**src/hdl/iirl_pkg.sv**
```systemverilog
// ----------------------------------------------------------------------------
// iirl_pkg: shared definitions of the indexed insert/remove list
// Operation and status codes, cell command codes and the command word that
// the decoder broadcasts along the chain of entry cells.
// ----------------------------------------------------------------------------
package iirl_pkg;

  // Default sizes of the list.
  localparam int CAPACITY_DEF     = 64;
  localparam int HANDLE_WIDTH_DEF = 32;

  // Fixed widths of the channel fields.
  localparam int OP_W     = 3;
  localparam int INDEX_W  = 7;
  localparam int VALUE_W  = 32;
  localparam int ELEM_W   = 32;
  localparam int COUNT_W  = 7;
  localparam int STATUS_W = 2;

  typedef logic [OP_W-1:0]     op_t;
  typedef logic [STATUS_W-1:0] status_t;

  // Operation codes.
  localparam op_t OP_APPEND      = 3'd0;
  localparam op_t OP_SET         = 3'd1;
  localparam op_t OP_INSERT      = 3'd2;
  localparam op_t OP_REMOVE      = 3'd3;
  localparam op_t OP_REMOVE_LAST = 3'd4;
  localparam op_t OP_CLEAR       = 3'd5;
  localparam op_t OP_READ        = 3'd6;

  // Status codes.
  localparam status_t ST_OK        = 2'd0;
  localparam status_t ST_BAD_INDEX = 2'd1;
  localparam status_t ST_FULL      = 2'd2;

  // Commands understood by every entry cell.
  typedef logic [2:0] cell_mode_t;
  localparam cell_mode_t CM_HOLD       = 3'd0;
  localparam cell_mode_t CM_WRITE      = 3'd1;
  localparam cell_mode_t CM_SHIFT_UP   = 3'd2;
  localparam cell_mode_t CM_SHIFT_DOWN = 3'd3;
  localparam cell_mode_t CM_CLEAR      = 3'd4;

  // Command word broadcast to the chain.
  typedef struct packed {
    cell_mode_t mode;  // what the cells do this cycle
    logic       pick;  // the target cell reports its entry
  } cell_cmd_t;

endpackage

```
**src/hdl/iirl_cell.sv**
```systemverilog
// ----------------------------------------------------------------------------
// iirl_cell: one entry cell of the list chain
// Holds one handle, takes a written value or its neighbor's handle on a shift,
// goes to zero on a clear, and reports its handle when it is the target of a pick.
// ----------------------------------------------------------------------------
module iirl_cell #(
  parameter int POS    = 0,
  parameter int IDX_W  = 6,
  parameter int DATA_W = 32
) (
  input  logic                 clk,
  input  logic                 rst_n,
  input  iirl_pkg::cell_cmd_t  cmd,
  input  logic [IDX_W-1:0]     tgt,
  input  logic [DATA_W-1:0]    wval,
  input  logic [DATA_W-1:0]    left_data,
  input  logic [DATA_W-1:0]    right_data,
  output logic [DATA_W-1:0]    data,
  output logic [DATA_W-1:0]    pick_data
);
  import iirl_pkg::*;

  localparam logic [IDX_W-1:0] MY_POS = IDX_W'(POS);

  logic [DATA_W-1:0] data_r;
  logic [DATA_W-1:0] data_nxt;
  logic              is_tgt;
  logic              above_tgt;

  assign is_tgt    = (tgt == MY_POS);
  assign above_tgt = (MY_POS > tgt);

  // Next entry from the broadcast command and the two neighbors.
  always_comb begin
    data_nxt = data_r;
    case (cmd.mode)
      CM_WRITE: begin
        if (is_tgt) data_nxt = wval;
      end
      CM_SHIFT_UP: begin
        if (is_tgt) data_nxt = wval;
        else if (above_tgt) data_nxt = left_data;
      end
      CM_SHIFT_DOWN: begin
        if (is_tgt || above_tgt) data_nxt = right_data;
      end
      CM_CLEAR: data_nxt = '0;
      default: data_nxt = data_r;
    endcase
  end

  // The list resets to all zero entries.
  always_ff @(posedge clk) begin
    if (!rst_n) data_r <= '0;
    else data_r <= data_nxt;
  end

  assign data      = data_r;
  assign pick_data = (cmd.pick && is_tgt) ? data_r : '0;

endmodule

```
**config.mk**
```make
export PLATFORM = sky130hd
export DESIGN_NAME = iirl_cell
export DESIGN_NICKNAME = d
export VERILOG_FILES = /design/src/hdl/iirl_pkg.sv /design/src/hdl/iirl_cell.sv
export SDC_FILE = /design/constraint.sdc
export NUM_CORES = 1
export LEC_CHECK = 0
export BUFFER_PORTS_ARGS = -buffer_cell sky130_fd_sc_hd__buf_2
export CAP_MARGIN = 5
export CORE_MARGIN = 1
export CORE_UTILIZATION = 43
export DETAILED_ROUTE_END_ITERATION = 10
export PLACE_DENSITY = 0.78
export SETUP_SLACK_MARGIN = 0.15
export SLEW_MARGIN = 20
export SYNTH_ARGS = -nofsm -noshare
export SYNTH_HDL_FRONTEND = slang
export SYNTH_SLANG_ARGS = --single-unit
```
**constraint.sdc**
```tcl
create_clock -name clk -period 2.42 [get_ports clk]
set_clock_uncertainty 0.15 [all_clocks]
set_input_delay 0.363 -clock clk [delete_from_list [all_inputs] [get_ports clk]]
set_output_delay 0.363 -clock clk [all_outputs]
set_load 0.005 [all_outputs]
```
# Word level (Yosys, flattened, before mapping)
# Cells that the tools add are included.
[totals]
output_inout_bits = 64
input_bits = 108
reg_bits = 32
[classes]
n_eq_ne = 7
n_lt_le_gt_ge = 1
reduce_logical = 5
n_mux = 6
[op_table]
columns = ["operator", "n"]
rows = [
  ["32-bit 2-to-1 mux", 5],
  ["32-bit case mux with 4 select lines", 1],
  ["3-bit by 2-bit == test with 1-bit output (second input constant)", 2],
  ["1-bit by 6-bit greater-than comparator with 1-bit output (first input constant)", 1],
  ["6-bit zero test", 1],
  ["2-bit != test (second input constant)", 2],
  ["4-bit AND reduction", 1],
  ["4-bit nonzero test", 1],
  ["3-bit by 1-bit == test with 1-bit output (second input constant)", 1],
  ["3-bit == test (second input constant)", 1],
  ["3-bit != test (second input constant)", 1],
  ["1-bit logical AND", 1],
  ["1-bit logical OR", 1],
]

# Longest topological paths before layout
[logic_depth]
depth_word = 4
mapped_depth = 7
depth_no_buf = 4

# Least setup slack after synthesis
# No wires, ideal clock.
[synth_path]
kind = "input to output"
start = "in tgt[0]"
end = "out pick_data[10]"
setup_slack_ns = 0.296
t_arrival_ns = 1.611
stages = 5
cell_sequence = "or4_1 -> buf_2 -> nor2_1 -> clkbuf_1 -> and3_1"
[synth_via]
elab_chain_len = 3
[synth_lines]
columns = ["element", "line_no", "rtl"]
rows = [
  ["start: declaration", "iirl_cell.sv:14", "input logic [IDX_W-1:0] tgt,"],
  ["6-bit zero test", "iirl_cell.sv:30", "assign is_tgt = (tgt == MY_POS);"],
  ["1-bit logical AND", "iirl_cell.sv:59", "assign pick_data = (cmd.pick && is_tgt) ? data_r : '0;"],
  ["32-bit 2-to-1 mux", "iirl_cell.sv:59", ""],
  ["end: declaration", "iirl_cell.sv:19", "output logic [DATA_W-1:0] pick_data"],
]
# Every way passes these cells.

# Worst setup path in the final report
[layout_path]
start = "in tgt[0]"
end = "out pick_data[12]"
# Same word-level chain as after synthesis.

==> metrics.yaml <==
run_status:
  outcome: "completed"
yosys:
  netlist_area_mm2: 0.00261
  ys_types: 23
  synth_top_area_share: 0.245
  synth_area_leaders: "dfxtp_1 (25%), a32o_1 (12%), a2bb2oi_1 (11%)"
  syn_nets: 453
  yosys_register_bits: 32
  synth_top_area_cell: "dfxtp_1"
  syn_area_per_cell_um2: 7.58
  yosysSeqAreaShare: 0.245
  syn_inst: 345
  yosys_warnings: 0
clock_tree:
  clock-sinks: 32
  cts_root_buffer: "clkbuf_8"
  cts_max_level: 2
  cts.path.max_buffers: 2
  clk_pin_slew_ns: 0.07
  numCtsBuffers: 5
  clk-insertion-delay-late_ns: 0.27
  cts_tree: "built"
  post_cts_buffers: 0
die:
  die_y_um: 80.0
  dieArea_mm2: 0.00639
  start_util: 0.444
  coreArea_mm2: 0.00589
  rows: 28
  io_pins: 172
  die_w_um: 80.0
sta:
  setup_tns_ns: 0
  rsz0062_at_grt: "no"
  hold_viol_final: 0
  worstMarginPinSlew_ns: 0.497
  slew_violations: 0
  post-route-period-util: 0.917
  min_period_ns: 2.22
  slew_headroom: 0.668
  setup_viol_count_final: 0
  max_freq_ghz: 0.451
  whs_ns: 0.337
  worst_slack_ns: 0.201
final_layout:
  antenna_cells: 0
  final_nets: 609
  final_cell_area_mm2: 0.00366
  largest_reg_flops: 32
  nFillCells: 566
  area_growth_pct: 39.9
  drive_gt1_frac: 0.414
critical_path:
  critical_path_required_ns: 1.91
  worst-setup-path-type: "primary input to primary output"
  start_kind: "primary input"
  path_max_fanout: 13
  critPathBufInv: 3
  cp_slowest_stage_delay_ns: 0.59
  crit_top_cell: "buf_2"
  crit_chain: "buf_2 -> or4_4 -> nor2_2 -> buf_4 -> and3_1 -> buf_2"
  crit_family: "simple AND/OR/NAND/NOR gates"
  crit_arrival_ns: 1.71
  cp-end-kind: "primary output"
  cp_slowest_cell: "or4_4"
drt:
  dr_total_vias: 3381
  drc: 0
  initialDrtViolationCount: 188
  wl_per_cell_um: 16.9
  wirelength_mm: 9.73
  ant_nets: 0
  drt_first_pass_iters: 4
  routed_via_density: 5.86
placed_design:
  placed_area_mm2: 0.00356
  gp_congestion: 0.831
  numPortBuffers: 171
  dpl.hpwl_mm: 6.81
  dpl_worst_slack_ns: 0.0537
global_routing:
  grt_pass1_vias: 3142
  grt_antenna_before_repair: 0
  grt_usage: 0.298
  grt_max_degree: 33
  grt-ovfl-total: 0
  grt_pass1_wl_mm: 14.7
power:
  peakVddDrop_mv: 0.252
  cellLeakagePower_uw: 0.00204
  power_density_mw_per_mm2: 386
flow_run:
  drv_cap: 0
worst_hold_path:
  hold_class: "register to register"
[metal layers]
metal / up-vias / wire length (µm) / GRT usage
met4: 0 / 167 / 0.113
met3: 16 / 671 / 0.0571
met5: - / 0 / 0
li1: 1642 / - / -
met2: 163 / 4800 / 0.527
met1: 1560 / 4090 / 0.352
[synthesized netlist by cell type]
cell	number
a21o_1	32
a21oi_1	32
a2bb2oi_1	32
a32o_1	32
and3_1	32
buf_1	1
buf_2	3
buf_6	6
clkbuf_1	34
dfxtp_1	32
nand2_1	32
nand2b_1	1
nor2_1	3
nor2b_1	1
nor3_1	32
nor3b_2	1
nor3b_4	1
nor4_1	1
nor4_4	1
o21a_4	1
o21ai_0	32
or2_1	2
or4_1	1
[power by group]
part / total, µW / switching (µW) / leakage [µW] / internal (µW)
sequential: 566 / 17.2 / 0.000260 / 549
combinational: 423 / 216 / 0.00173 / 207
clock: 422 / 190 / 0.0000455 / 232
[per-stage QoR]
stage | power (µW) | instances | utilization
after floorplan | 810 | 345 | -
after global placement | 985 | 569 | 0.605
after detailed placement | 995 | 569 | 0.605
after CTS | 1420 | 577 | 0.621
after global routing | 1490 | 577 | 0.621
final | 1410 | 577 | 0.621
[what timing repair did]
action / 4_1_cts / 5_1_grt
hold buffers: 0 / 0
gates resized for setup: 1 / 1
pin swaps: 0 / 0
setup endpoints to repair: 32 / 7
[layout by cell type, fill, tap and decap left out, drive strengths merged]
master	netlist	routed
a21o	32	32
a21oi	32	32
a2bb2oi	32	32
a32o	32	32
and3	32	32
buf	10	193
clkbuf	34	8
dfxtp	32	32
nand2	32	32
nand2b	1	1
nor2	3	3
nor2b	1	1
nor3	32	32
nor3b	2	2
nor4	2	2
o21a	1	1
o21ai	32	32
or2	2	2
or4	1	1
[layout make-up]
type                            count  area, µm²  area share
Tap cell                           75       93.8      0.0257
Clock buffer                        8       90.1      0.0246
Multi-Input combinational cell    269       1780       0.488
Sequential cell                    32        641       0.175
Timing Repair Buffer              193       1050       0.287
[cells by family after synthesis]
kind of cell / Yosys count / synth area share
AO/OA/AOI/OAI: 161 / 0.450
flip-flops: 32 / 0.245
buffers and inverters: 44 / 0.0819
AND/OR/NAND/NOR: 108 / 0.223
[final timing paths]
kind,from,end,slack [ns],cells past startpoint
min,data[23],data[23],0.34,1
max reg2reg,data[20],data[20],1.60,1
min reg2reg,data[23],data[23],0.34,1
max,tgt[0],pick_data[12],0.20,6
Power figures use the tool's default switching activity.
