<file path="src/hdl/iirl_pkg.sv">
// ----------------------------------------------------------------------------
// iirl_pkg: shared definitions of the indexed insert/remove list
// Operation and status codes, cell command codes and the command word that
// the decoder broadcasts along the chain of entry cells.
// ----------------------------------------------------------------------------
package iirl_pkg;

  // Default sizes of the list.
  localparam int CAPACITY_DEF     = 64;
  localparam int HANDLE_WIDTH_DEF = 32;

  // Fixed widths of the channel fields.
  localparam int OP_W     = 3;
  localparam int INDEX_W  = 7;
  localparam int VALUE_W  = 32;
  localparam int ELEM_W   = 32;
  localparam int COUNT_W  = 7;
  localparam int STATUS_W = 2;

  typedef logic [OP_W-1:0]     op_t;
  typedef logic [STATUS_W-1:0] status_t;

  // Operation codes.
  localparam op_t OP_APPEND      = 3'd0;
  localparam op_t OP_SET         = 3'd1;
  localparam op_t OP_INSERT      = 3'd2;
  localparam op_t OP_REMOVE      = 3'd3;
  localparam op_t OP_REMOVE_LAST = 3'd4;
  localparam op_t OP_CLEAR       = 3'd5;
  localparam op_t OP_READ        = 3'd6;

  // Status codes.
  localparam status_t ST_OK        = 2'd0;
  localparam status_t ST_BAD_INDEX = 2'd1;
  localparam status_t ST_FULL      = 2'd2;

  // Commands understood by every entry cell.
  typedef logic [2:0] cell_mode_t;
  localparam cell_mode_t CM_HOLD       = 3'd0;
  localparam cell_mode_t CM_WRITE      = 3'd1;
  localparam cell_mode_t CM_SHIFT_UP   = 3'd2;
  localparam cell_mode_t CM_SHIFT_DOWN = 3'd3;
  localparam cell_mode_t CM_CLEAR      = 3'd4;

  // Command word broadcast to the chain.
  typedef struct packed {
    cell_mode_t mode;  // what the cells do this cycle
    logic       pick;  // the target cell reports its entry
  } cell_cmd_t;

endpackage

</file>
<file path="src/hdl/iirl_decode.sv">
// ----------------------------------------------------------------------------
// iirl_decode: operation decoder of the list
// Checks the index against the count, forms the cell command, the target
// position, the value to write, the next count and the status.
// ----------------------------------------------------------------------------
module iirl_decode #(
  parameter int CAPACITY = 64,
  parameter int IDX_W    = 6,
  parameter int CNT_W    = 7,
  parameter int DATA_W   = 32
) (
  input  iirl_pkg::op_t        op,
  input  logic [6:0]           index,
  input  logic [DATA_W-1:0]    val,
  input  logic [CNT_W-1:0]     count,
  output iirl_pkg::cell_cmd_t  cmd,
  output logic [IDX_W-1:0]     tgt,
  output logic [DATA_W-1:0]    wval,
  output logic [CNT_W-1:0]     count_nxt,
  output iirl_pkg::status_t    status
);
  import iirl_pkg::*;

  localparam int CMP_W = (CNT_W > INDEX_W) ? CNT_W : INDEX_W;
  localparam logic [CMP_W-1:0] CAP_X = CMP_W'(CAPACITY);

  logic [CMP_W-1:0] idx_x;
  logic [CMP_W-1:0] cnt_x;
  logic [CNT_W-1:0] cnt_dec;
  logic             full;

  assign idx_x   = CMP_W'(index);
  assign cnt_x   = CMP_W'(count);
  assign cnt_dec = count - CNT_W'(1);
  assign full    = (cnt_x >= CAP_X);

  // Per-operation decision; nothing changes unless the check passes.
  always_comb begin
    cmd.mode  = CM_HOLD;
    cmd.pick  = 1'b0;
    tgt       = idx_x[IDX_W-1:0];
    wval      = val;
    count_nxt = count;
    status    = ST_OK;
    case (op)
      OP_APPEND: begin
        tgt = count[IDX_W-1:0];
        if (full) begin
          status = ST_FULL;
        end else begin
          cmd.mode  = CM_WRITE;
          count_nxt = count + CNT_W'(1);
        end
      end
      OP_SET: begin
        if (idx_x >= cnt_x) status = ST_BAD_INDEX;
        else cmd.mode = CM_WRITE;
      end
      OP_INSERT: begin
        if (idx_x > cnt_x) begin
          status = ST_BAD_INDEX;
        end else if (full) begin
          status = ST_FULL;
        end else begin
          cmd.mode  = CM_SHIFT_UP;
          count_nxt = count + CNT_W'(1);
        end
      end
      OP_REMOVE: begin
        if (idx_x >= cnt_x) begin
          status = ST_BAD_INDEX;
        end else begin
          cmd.mode  = CM_SHIFT_DOWN;
          cmd.pick  = 1'b1;
          count_nxt = cnt_dec;
        end
      end
      OP_REMOVE_LAST: begin
        tgt  = cnt_dec[IDX_W-1:0];
        wval = '0;
        if (count != '0) begin
          cmd.mode  = CM_WRITE;
          cmd.pick  = 1'b1;
          count_nxt = cnt_dec;
        end
      end
      OP_CLEAR: begin
        cmd.mode  = CM_CLEAR;
        count_nxt = '0;
      end
      OP_READ: begin
        if (idx_x >= cnt_x) status = ST_BAD_INDEX;
        else cmd.pick = 1'b1;
      end
      default: begin
        cmd.mode = CM_HOLD;
      end
    endcase
  end

endmodule

</file>
<file path="config.mk">
export PLATFORM = sky130hd
export DESIGN_NAME = iirl_decode
export DESIGN_NICKNAME = d
export VERILOG_FILES = /design/src/hdl/iirl_pkg.sv /design/src/hdl/iirl_decode.sv
export SDC_FILE = /design/constraint.sdc
export NUM_CORES = 1
export LEC_CHECK = 0
export BUFFER_PORTS_ARGS = -buffer_cell sky130_fd_sc_hd__buf_2
export CORE_UTILIZATION = 40
export DETAILED_ROUTE_END_ITERATION = 7
export GPL_ROUTABILITY_DRIVEN = 0
export GPL_TIMING_DRIVEN = 0
export PLACE_DENSITY_LB_ADDON = 0.05
export REMOVE_ABC_BUFFERS = 1
export SETUP_SLACK_MARGIN = 0.15
export SLEW_MARGIN = 30
export SYNTH_ARGS = -nofsm -noshare
export SYNTH_HDL_FRONTEND = slang
export SYNTH_SLANG_ARGS = --single-unit
</file>
<file path="constraint.sdc">
create_clock -name vclk -period 2.73
set_input_delay 0.273 -clock vclk [all_inputs]
set_output_delay 0.273 -clock vclk [all_outputs]
set_load 0.1 [all_outputs]
</file>
# == Word level (Yosys, flattened, before mapping) ==
# Index checks and enable logic that the tools add are counted.
# totals
reg_bits,0
out_inout_bits,51
# classes
add_sub_neg,2
n_mux,20
n_reduce_logical,3
order_cmp,3
eq_ne,6
# ops
operator,n
$pmux 7 s5,1
$mux 32,1
$mux 7,4
$pmux 3 s6,1
$pmux 6 s2,1
$mux 2,5
$eq 3x3->1 const B,3
$add 7x1->7 const B,1
$ge 7x7->1,1
$ge 7x7->1 const B,1
$gt 7x7->1,1
$reduce_bool 7->1,1
$sub 7x1->7 const B,1
$eq 3x2->1 const B,2
$pmux 2 s3,1
$mux 1,4
$eq 3x1->1 const B,1
$logic_not 3->1,1
$mux 3,1
$pmux 1 s3,1
$reduce_or 3->1,1

# == Longest topological paths before layout ==
# depth
depth_word,4
ltp_mapped,10
ltp_nobuf,8

# == Worst setup path before layout ==
# Ideal clock, no wire load.
# synth_path
path_type,input port to output port
start,in count[6]
end,out cmd[2] (netlist bit)
slack_ns,-1.483
arrival_time_ns,3.940
path_stages,9
cell_sequence,clkbuf_1 -> inv_1 -> ha_1 -> a21oi_1 -> o21a_1 -> a21oi_1 -> or2_2 -> a2bb2oi_1 -> nor3b_1
# synth_lines
element,line,source
start: declaration,iirl_decode.sv:15,"input logic [CNT_W-1:0] count,"
end: declaration,iirl_decode.sv:16,"output iirl_pkg::cell_cmd_t cmd,"

# == Worst setup path in the final report ==
# layout_path
start,in index[4]
end,out count_nxt[2]
# layout_between
elab_chain_len,3
elab_cells_between_ends,5
cone_classes,order compare (2); mux (3)
# layout_rtl
element,line,source
start: declaration,iirl_decode.sv:13,"input logic [6:0] index,"
$ge 7x7->1 or $gt 7x7->1 (tied branches),"iirl_decode.sv:70, iirl_decode.sv:60",
$mux 7 (on tied branches),"iirl_decode.sv:70, iirl_decode.sv:60",
$pmux 7 s5 (*),iirl_decode.sv:45,case (op)
end: declaration,iirl_decode.sv:19,"output logic [CNT_W-1:0] count_nxt,"
# Every way passes the cells marked *; elsewhere a longest branch is shown, timed or not.

==> tab_implementation.tex <==
\begin{tabular}{lr}
\hline
Metric & Value \\
\hline
\multicolumn{2}{l}{\textbf{Critical path}} \\
\quad Buffer and inverter count on the worst path & 2 \\
\quad Critical path type & input port to output pin \\
\quad Worst endpoint required time & around 2500 ps \\
\quad Critical path endpoint category & output pin \\
\quad Arrival time of data at the critical path endpoint & 2320 ps \\
\quad Critical path peak fanout & 6 \\
\quad CP Launch Type & input port \\
\quad Worst path cell trace & buf\_2 > ha\_4 > nand4\_1 > o21ai\_2 > a21oi\_2 > or3\_4 > o22a\_1 > a31oi\_2 > buf\_6 \\
\quad Cell with the largest stage delay on the worst path & or3\_4 \\
\quad Category of cells accounting for the largest share of critical-path delay & compound AO/OA/AOI/OAI gates \\
\quad Slowest cell delay on critical path & $\sim$370 ps \\
\multicolumn{2}{l}{\textbf{Power and ir drop}} \\
\quad Leakage component of the power & 0.958 nW \\
\quad Worst-case vdd ir drop & between 300 and 400 uV \\
\quad Pwr/cell area & 386 mW/mm2 \\
\multicolumn{2}{l}{\textbf{Route}} \\
\quad Number of optimization iterations in the first detailed-route pass & 4 \\
\quad Final antenna-violating net count & 0 \\
\quad Final wirelength & 4.48 mm \\
\quad Routed vias/inst & about 5.5 \\
\quad Routed WL per cell & 15.0 um \\
\quad Via Count & about 1,600 \\
\quad DRC viols & 0 \\
\quad Initial DRC Count & between 50 and 60 \\
\multicolumn{2}{l}{\textbf{Global routing}} \\
\quad Wire length of the first global-routing pass & 5.80 mm \\
\quad Antenna violations before repair & 0 \\
\quad GRT Resource Usage Total & 26.3\% \\
\quad Total overflow reported by the global router & 0 \\
\quad Number of global-route vias before repair & 1,263 \\
\quad Largest net degree at the start of global routing & 37 \\
\multicolumn{2}{l}{\textbf{Synth}} \\
\quad Ys Warns & 0 \\
\quad Commonest cells in the netlist & 34 x and2\_1, 13 x nor2\_1, 12 x a21oi\_1 \\
\quad Count of different cell masters after synthesis & 46 \\
\quad Average cell area after synthesis & between 6 and 7 um2 \\
\quad Post-Syn Instances & 167 \\
\quad Fraction of synthesized cell area taken by the top area cell type & 19.3\% \\
\quad Netlist area before placement & roughly 0.0011 mm2 \\
\quad Library cell with the largest summed area after synthesis & and2\_1 \\
\quad Most repeated cell in the gate-level netlist after synthesis & and2\_1 \\
\quad Leading post-synthesis cells by cell area & and2\_1 19\%, ha\_1 10\%, a21oi\_1 5.4\% \\
\quad Sequential share of the synthesized area & 0\% \\
\multicolumn{2}{l}{\textbf{Layout}} \\
\quad Number of filler cells placed in the layout & between 150 and 200 \\
\quad Area grow syn2layout & 85.6\% \\
\quad Number of cells in the finished layout apart from fillers & 298 \\
\quad Finished layout cell area & 0.00205 mm2 \\
\quad Post-layout nets & 328 \\
\quad Clock buffers & 0 \\
\quad Count of flip-flops and latches & 0 \\
\quad Storage element area & 0 um2 \\
\quad Number of diodes added for antenna fixing & 0 \\
\quad Ratio of cells with drive above 1 in the final layout & 57.8\% \\
\multicolumn{2}{l}{\textbf{Hold path}} \\
\quad Hold crit path type & input port to output pin \\
\quad Worst hold start & count[5] \\
\quad Worst Hold Endpoint & count\_nxt[5] \\
\quad Number of cells traversed by the worst hold path & 3 \\
\multicolumn{2}{l}{\textbf{Place}} \\
\quad HPWL after DPL & 3.04 mm \\
\quad Number of cells in the design after placement & 286 \\
\quad Placement-stage worst setup slack & -693 ps \\
\quad Cell area after placement & 0.00159 mm2 \\
\quad I/O Buffers & 100 \\
\multicolumn{2}{l}{\textbf{Floorplan}} \\
\quad Die span in y & 54.5 um \\
\quad Total Die Area & between 0.002 and 0.003 mm2 \\
\quad Row Count & 18 \\
\quad Effective utilization at floorplan & a little over two fifths \\
\quad Die boundary width & approximately 54 um \\
\quad Top-level I/O count & 100 \\
\quad Area of the core & approximately 0.0025 mm2 \\
\multicolumn{2}{l}{\textbf{Timing}} \\
\quad Final critical-path required period & 2590 ps \\
\quad Worst hold margin & just over 900 ps \\
\quad Final-report hold violation count & 0 \\
\quad Final Worst Setup Slack & $\sim$140 ps \\
\quad Max\_slew headroom & around 57\% \\
\quad Slew Limit Fails & 0 \\
\quad Share of the clock period used by the worst path after layout & between 90 and 100\% \\
\quad RSZ-0062 raised after global routing & no \\
\quad Worst-margin pin slew & 639 ps \\
\quad Final setup violation count & 0 \\
\quad Maximum clock frequency & 386 MHz \\
\multicolumn{2}{l}{\textbf{Clock network}} \\
\quad Post-CTS Hold Fix Bufs & 0 \\
\multicolumn{2}{l}{\textbf{Status}} \\
\quad Result of the run & finished clean \\
\multicolumn{2}{l}{\textbf{Run}} \\
\quad Max-capacitance violation count & 0 \\
\hline
\end{tabular}
[repair_timing]
action,in CTS,in global routing
buffers inserted,4,8
cloned,0,0
endpoints found under the hold margin,0,0
gates resized for setup,40,42
pin swaps,7,12
endpoints found under the setup margin,43,11
[through the flow]
step                      utilization [%]  total power, mW  TNS (ps)
after floorplan                         -            0.556     -7010
final                                80.4            0.791         0
after CTS                            70.2            0.729         0
after detailed placement             62.6            0.680     -5950
after global routing                 80.4            0.824         0
after global placement               62.6            0.678     -7010
[worst max-delay path by stage]
stage	from	to	slack [ps]	depth (start not counted)
6_report	index[4]	count_nxt[2]	140	9
5_1_grt	count[6]	count_nxt[2]	110	10
4_1_cts	count[1]	count_nxt[2]	150	10
3_5_place_dp	op[1]	count_nxt[4]	-690	7
3_3_place_gp	op[1]	count_nxt[4]	-730	7
2_1_floorplan	count[6]	cmd[2]	-1180	8
[power breakdown]
group,switching (mW),internal (mW),total [mW],leakage [nW]
clock network,0,0,0,0
logic,0.585,0.205,0.791,0.958
registers,0,0,0,0
[logic make-up after synthesis]
logic type	synth area share [%]
and+or+nand+nor	41.3
xor gates and xnor gates	4.77
AOI/OAI and AO/OA	33.8
muxes	1.93
adders and majority gates	10.2
buffers and inverters	7.95
[placed cells by master, fill, tap and decap left out, types with 5 or more instances in the layout]
master / n
a21oi_1: 8
nand2_1: 9
buf_2: 86
ha_4: 7
buf_12: 5
inv_1: 5
nor2_1: 11
buf_6: 5
buf_4: 13
and2_1: 34
[layer usage]
layer,share of wire [%],GRT usage (%),vias up
li1,-,-,794
met1,39,32.3,748
met2,51,49.2,84
met3,7.4,1.94,12
met4,2.5,5.13,0
met5,0,0,-
[cell type report]
class                      count  area (um2)  area share (%)
timing repair buffer         112         707            34.6
multi-input combinational    145        1250            61.1
tap                           30        37.5            1.83
inverter                      11        51.3            2.51
(Power assumes the default switching activity.)
